### config.mk
export PLATFORM = sky130hd
export DESIGN_NAME = mir_front
export DESIGN_NICKNAME = d
export VERILOG_FILES = /design/src/sv/mir_pkg.sv /design/src/sv/mir_front.sv
export SDC_FILE = /design/constraint.sdc
export NUM_CORES = 1
export LEC_CHECK = 0
export ABC_CLOCK_PERIOD_IN_PS = 2900
export BUFFER_PORTS_ARGS = -buffer_cell sky130_fd_sc_hd__buf_2
export CAP_MARGIN = 15
export CELL_PAD_IN_SITES_DETAIL_PLACEMENT = 0
export CELL_PAD_IN_SITES_GLOBAL_PLACEMENT = 1
export CORE_AREA = 2 2 110 112
export CTS_CLUSTER_DIAMETER = 50
export CTS_CLUSTER_SIZE = 14
export DETAILED_ROUTE_END_ITERATION = 8
export DIE_AREA = 0 0 112 114
export PLACE_DENSITY_LB_ADDON = 0.08
export SKIP_CTS_REPAIR_TIMING = 1
export SLEW_MARGIN = 20
export SYNTH_ARGS = -nofsm -noshare
export SYNTH_HDL_FRONTEND = slang
export SYNTH_SLANG_ARGS = --single-unit
### constraint.sdc
create_clock -name clk -period 2.9 [get_ports clk]
set_input_delay 0 -clock clk [delete_from_list [all_inputs] [get_ports clk]]
set_output_delay 0 -clock clk [all_outputs]
set_load 0.05 [all_outputs]
### src/sv/mir_pkg.sv
package mir_pkg;

	localparam int WORD_W  = 7;
	localparam int TOTAL_W = 25;

	localparam logic [TOTAL_W-1:0] TOTAL_RESET  = 25'd16777216;
	localparam logic [WORD_W-1:0]  BUDGET_RESET = 7'd64;

	localparam logic REG_TOTAL  = 1'b0;
	localparam logic REG_BUDGET = 1'b1;

	typedef enum logic [1:0] {
		CMD_CLEAR  = 2'd0,
		CMD_APPEND = 2'd1,
		CMD_ADVERT = 2'd2,
		CMD_GAPS   = 2'd3
	} cmd_t;

	typedef struct packed {
		cmd_t cmd;
		logic last_range;
		logic reversed;
	} cmd_info_t;

endpackage

### src/sv/mir_front.sv
module mir_front #(
	parameter int ID_BITS = 24
) (
	input  logic                 clk,
	input  logic                 arst_n,
	input  logic                 in_valid,
	output logic                 in_ready,
	input  logic [1:0]           in_cmd,
	input  logic                 in_last_range,
	input  logic [ID_BITS-1:0]   in_first,
	input  logic [ID_BITS-1:0]   in_last,
	output logic                 q_valid,
	input  logic                 q_pop,
	output mir_pkg::cmd_info_t   q_info,
	output logic [ID_BITS-1:0]   q_first,
	output logic [ID_BITS-1:0]   q_last
);

	mir_pkg::cmd_info_t        info_q  [2];
	logic [ID_BITS-1:0]        first_q [2];
	logic [ID_BITS-1:0]        last_q  [2];
	logic                      wr_q;
	logic                      rd_q;
	logic [1:0]                cnt_q;
	logic                      push;
	mir_pkg::cmd_info_t        info_new;

	assign in_ready = (cnt_q != 2'd2);
	assign push     = in_valid && in_ready;
	assign q_valid  = (cnt_q != 2'd0);
	assign q_info   = info_q[rd_q];
	assign q_first  = first_q[rd_q];
	assign q_last   = last_q[rd_q];

	always_comb begin
		info_new.cmd        = mir_pkg::cmd_t'(in_cmd);
		info_new.last_range = in_last_range;
		info_new.reversed   = (in_first > in_last);
	end

	always_ff @(posedge clk) begin
		if (push) begin
			info_q[wr_q]  <= info_new;
			first_q[wr_q] <= in_first;
			last_q[wr_q]  <= in_last;
		end
	end

	always_ff @(posedge clk or negedge arst_n) begin
		if (!arst_n) begin
			wr_q  <= 1'b0;
			rd_q  <= 1'b0;
			cnt_q <= 2'd0;
		end else begin
			if (push) begin
				wr_q <= ~wr_q;
			end
			if (q_pop && q_valid) begin
				rd_q <= ~rd_q;
			end
			cnt_q <= cnt_q + 2'(push) - 2'(q_pop && q_valid);
		end
	end

endmodule

# Yosys cells after proc, flatten, opt, wreduce, memory -nomap -nowiden
# Memories as Yosys holds them, arrays and structs flattened.
# Index checks and enable logic that the tools add are counted.
[classes] n_mux=2 magnitude_cmp=1 eq_ne=1 n_reduce_logical=3 n_addsub=2 bitwise=2
[op_table] op="$gt 24x24->1" count=1
[op_table] op="$add 2x1->2" count=1
[op_table] op="$logic_and 1x1->1" count=2
[op_table] op="$mux 1" count=2
[op_table] op="$ne 2x2->1 const B" count=1
[op_table] op="$not 1->1" count=2
[op_table] op="$reduce_bool 2->1" count=1
[op_table] op="$sub 2x1->2" count=1
[totals] ram_bits=104 regBits=4 in_bits=55 memories=3
[mem_list] name="first_q" depth=2 word_bits=24 read_ports=1 rd_clocked_by_memory_dff=0 write_ports=1 line_no="mir_front.sv:20" rtl="logic [ID_BITS-1:0] first_q [2];"
[mem_list] name="last_q" depth=2 word_bits=24 read_ports=1 rd_clocked_by_memory_dff=0 write_ports=1 line_no="mir_front.sv:21" rtl="logic [ID_BITS-1:0] last_q [2];"
[mem_list] name="info_q" depth=2 word_bits=4 read_ports=1 rd_clocked_by_memory_dff=0 write_ports=1 line_no="mir_front.sv:19" rtl="mir_pkg::cmd_info_t info_q [2];"

# Logic depth before layout (Yosys ltp)
[depth] word_depth=4 mapped_depth=7 mapped_depth_nobuf=7

# Worst setup path after synthesis
# Ideal clock, no wire load.
[synth_path] path_type="register -> register" start="register cnt_q[0]" end="memory first_q[0][0] (enable)" n_path_buf=0 setup_slack_ps=-767 t_required_ps=2438 stages_incl_launch_ff=4 arrival_ps=3205 path_cell_list="dfrtp_1 nand2b_1 nand2_1 nor2_1"
[synth_via] elab_chain_len=4
[synth_rtl] element="start, declared" line_no="mir_front.sv:24" rtl="logic [1:0] cnt_q;"
[synth_rtl] element="start signal, assigned" line_no="mir_front.sv:61" rtl="cnt_q <= cnt_q + 2'(push) - 2'(q_pop && q_valid);"
[synth_rtl] element="$ne 2x2->1" line_no="mir_front.sv:28" rtl="assign in_ready = (cnt_q != 2'd2);"
[synth_rtl] element="net in_ready" line_no="mir_front.sv:7" rtl="output logic in_ready,"
[synth_rtl] element="$logic_and 1x1->1" line_no="mir_front.sv:29" rtl="assign push = in_valid && in_ready;"
[synth_rtl] element="$mux 1" line_no="mir_front.sv:42" rtl="if (push) begin"
[synth_rtl] element="$mux 1 (not written as such)" line_no="mir_front.sv:44" rtl="first_q[wr_q] <= in_first;"
[synth_rtl] element="end, declared" line_no="mir_front.sv:20"
# The timed path passes the listed nets, and every way through them passes these cells.

==> results.ini <==
[synth]
synth_cell_types=29
synth_seq_cells=108
syn_inst=262
synth_flop_cell=edfxtp_1
syn_nets=343
syn_area_um2=4540
async_flop_share_pct=3.70
ys_seq_area_share_pct=71.0
synth_edf_count=104
synth_area_per_cell_um2=17.3
synth_warnings=0

[critical_path]
crit_type=in -> reg
reg2reg_from=cnt_q[1]
crit_required_ns=2.96
cp-startpoint=in_last[23]
reg2reg_slack_ns=1.13
worst_ep_arrival_time_ns=2.09
crit_path_end_kind=register
r2r_cells=7
startpoint_type=input pin
reg2reg_to=cnt_q[1]
crit_fanout=3
crit_end=info_q[0][0]

[power_and_ir_drop]
p_clk_share_pct=19.5
power.density_nw_per_um2=993
ir_drop_uv=835
p_comb_share_pct=43.0
switchingPower_mw=2.50
leakage_nw=2.47
switching_share_pct=41.2
seq_power_share_pct=37.5
p_int_mw=3.57

[die]
die_area_um2=12800
row_count=40
io_pins=109
initial_core_util_pct=38.7
coreArea_um2=11700
dieWidth_um=112
die_y_um=114

[timing]
tns_ns=0
period_needed_ns=2.03
hold_viol=0
fmax_ghz=0.492
min_period_over_period_pct=70.0
slew_headroom_pct=50.5
drv_slew=0
tightest_slew_ns=0.743
skew_ns=0.00384
finalSetupViolCount=0
rsz0062_at_grt=no

[cts]
cts_buffers=9
worstSkewPairLatency_ns=0.34
cts_tree=built
h-tree-depth=3
path_clk_slew_ns=0.07
cts_root_buf=clkbuf_16
clock-sinks=108
cts_max_path_buffers=2

[global_route]
antenna_found_initial=0
grt_pass1_vias=2651
track_usage_pct=13.8
grt_pass1_wl_mm=13.2
grt_max_degree=53
grt_overflow=0

[final_layout]
design_area_um2=6120
layout_common_cells=108 x buf_2, 104 x edfxtp_1, 54 x dlygate4sd3_1
num_antenna_cells=0
fin_cells=585
layout_commonest_cell=buf_2
drive_gt1_share_pct=42.5
nNetsFinal=514
syn2layout_area_growth_pct=34.8

[worst_hold_path]
hold_class=in -> reg
hold_path_depth=3

[placement]
dp.cells=515
numPortBuffers=108
gp_congestion=0.699
dp_hpwl_mm=5.70
place_area_um2=5290

[routing]
routed_wl_mm=8.68
drt-pass1-iter-count=3
vias=2746
wl_per_cell_um=14.8
drt-initial-drc-count=62
postRouteAntennaNets=0
drcViolationCount=0
viasPerCell=4.69

[status]
status=complete, no violations

[flow_run]
cap_violations=0

## power by group through the flow
stage               logic, mW  registers, mW  clock network (mW)
global placement         2.59           2.30                   0
detailed placement       2.60           2.32                   0
CTS                      2.60           2.28                1.23
floorplan                2.06           2.24                   0
global route             2.77           2.32                1.29
finish                   2.61           2.28                1.18
## layer usage
metal  global-route usage [%]  up-vias  wire (µm)
li1                         -     1331          -
met1                     15.6     1342       3790
met2                     23.6       64       4310
met3                     6.22        9        445
met4                     4.15        0        126
met5                        0        -          0
## how the worst min path moves through the flow
stage,startpoint,endpoint,slack (ns)
CTS,arst_n,cnt_q[0],-0.56
detailed placement,arst_n,cnt_q[0],-0.19
floorplan,arst_n,cnt_q[0],-0.30
global placement,arst_n,cnt_q[1],-0.19
global route,in_valid,wr_q,0.04
finish,in_valid,wr_q,0.03
## critical path, stage by stage
cell           delay [ns]
dlygate4sd3_1        0.53
buf_2                0.12
inv_1                0.04
ha_1                 0.31
nand4_2              0.17
nor4_2               0.38
nand3_1              0.20
nor3_1               0.25
a31oi_1              0.08
## Yosys cell counts, drive strengths merged (2+ instances only)
cell | n | share of area [%]
nand3 | 3 | 0.33
ha | 26 | 7.2
inv | 25 | 2.1
dfrtp | 4 | 2.2
xnor2 | 3 | 0.58
a21o | 4 | 0.66
edfxtp | 104 | 69
buf | 5 | 0.55
and3 | 2 | 0.28
nand4 | 4 | 0.69
nor2 | 3 | 0.25
a21oi | 8 | 0.88
nand2 | 5 | 0.41
mux2 | 52 | 13
## state kept, by name (all words and copies together), names as in the netlist
name and count:
cnt_q 2, last_q 48, info_q 8, rd_q 1, wr_q 1, first_q 48
## per-stage QoR
stage	utilization [%]	hold WS [ns]	setup WS (ns)	total power, mW
6_report	52.2	0.0344	0.869	6.08
5_1_grt	52.2	0.0359	0.648	6.37
4_1_cts	47.6	-0.562	0.889	6.12
3_5_place_dp	45.1	-0.187	1.01	4.91
3_3_place_gp	45.1	-0.190	1.06	4.90
2_1_floorplan	-	-0.296	0.0950	4.30
## cells by family (layout without fill, tap and decap cells)
| family | after synthesis | in the layout | share of synthesized area, % |
|---|---|---|---|
| multiplexers | 52 | 52 | 12.9 |
| AO/OA/AOI/OAI | 18 | 18 | 2.54 |
| buffers and inverters | 31 | 207 | 2.70 |
| flip-flops | 108 | 108 | 71.0 |
| adder cells (fa/ha/maj) | 26 | 26 | 7.17 |
| AND/OR/NAND/NOR | 23 | 23 | 2.90 |
| XOR/XNOR | 4 | 4 | 0.772 |
## cell type report
type                    count  area (µm²)
multi-input cells         123        1200
inverters                  25        93.8
clock inverters             7        66.3
well taps                 147         184
flip-flops and latches    108        3220
repair buffers            166        1120
fillers                  1052        5590
clock buffers               9         225
Note: power is estimated with default switching activity, not from simulation.
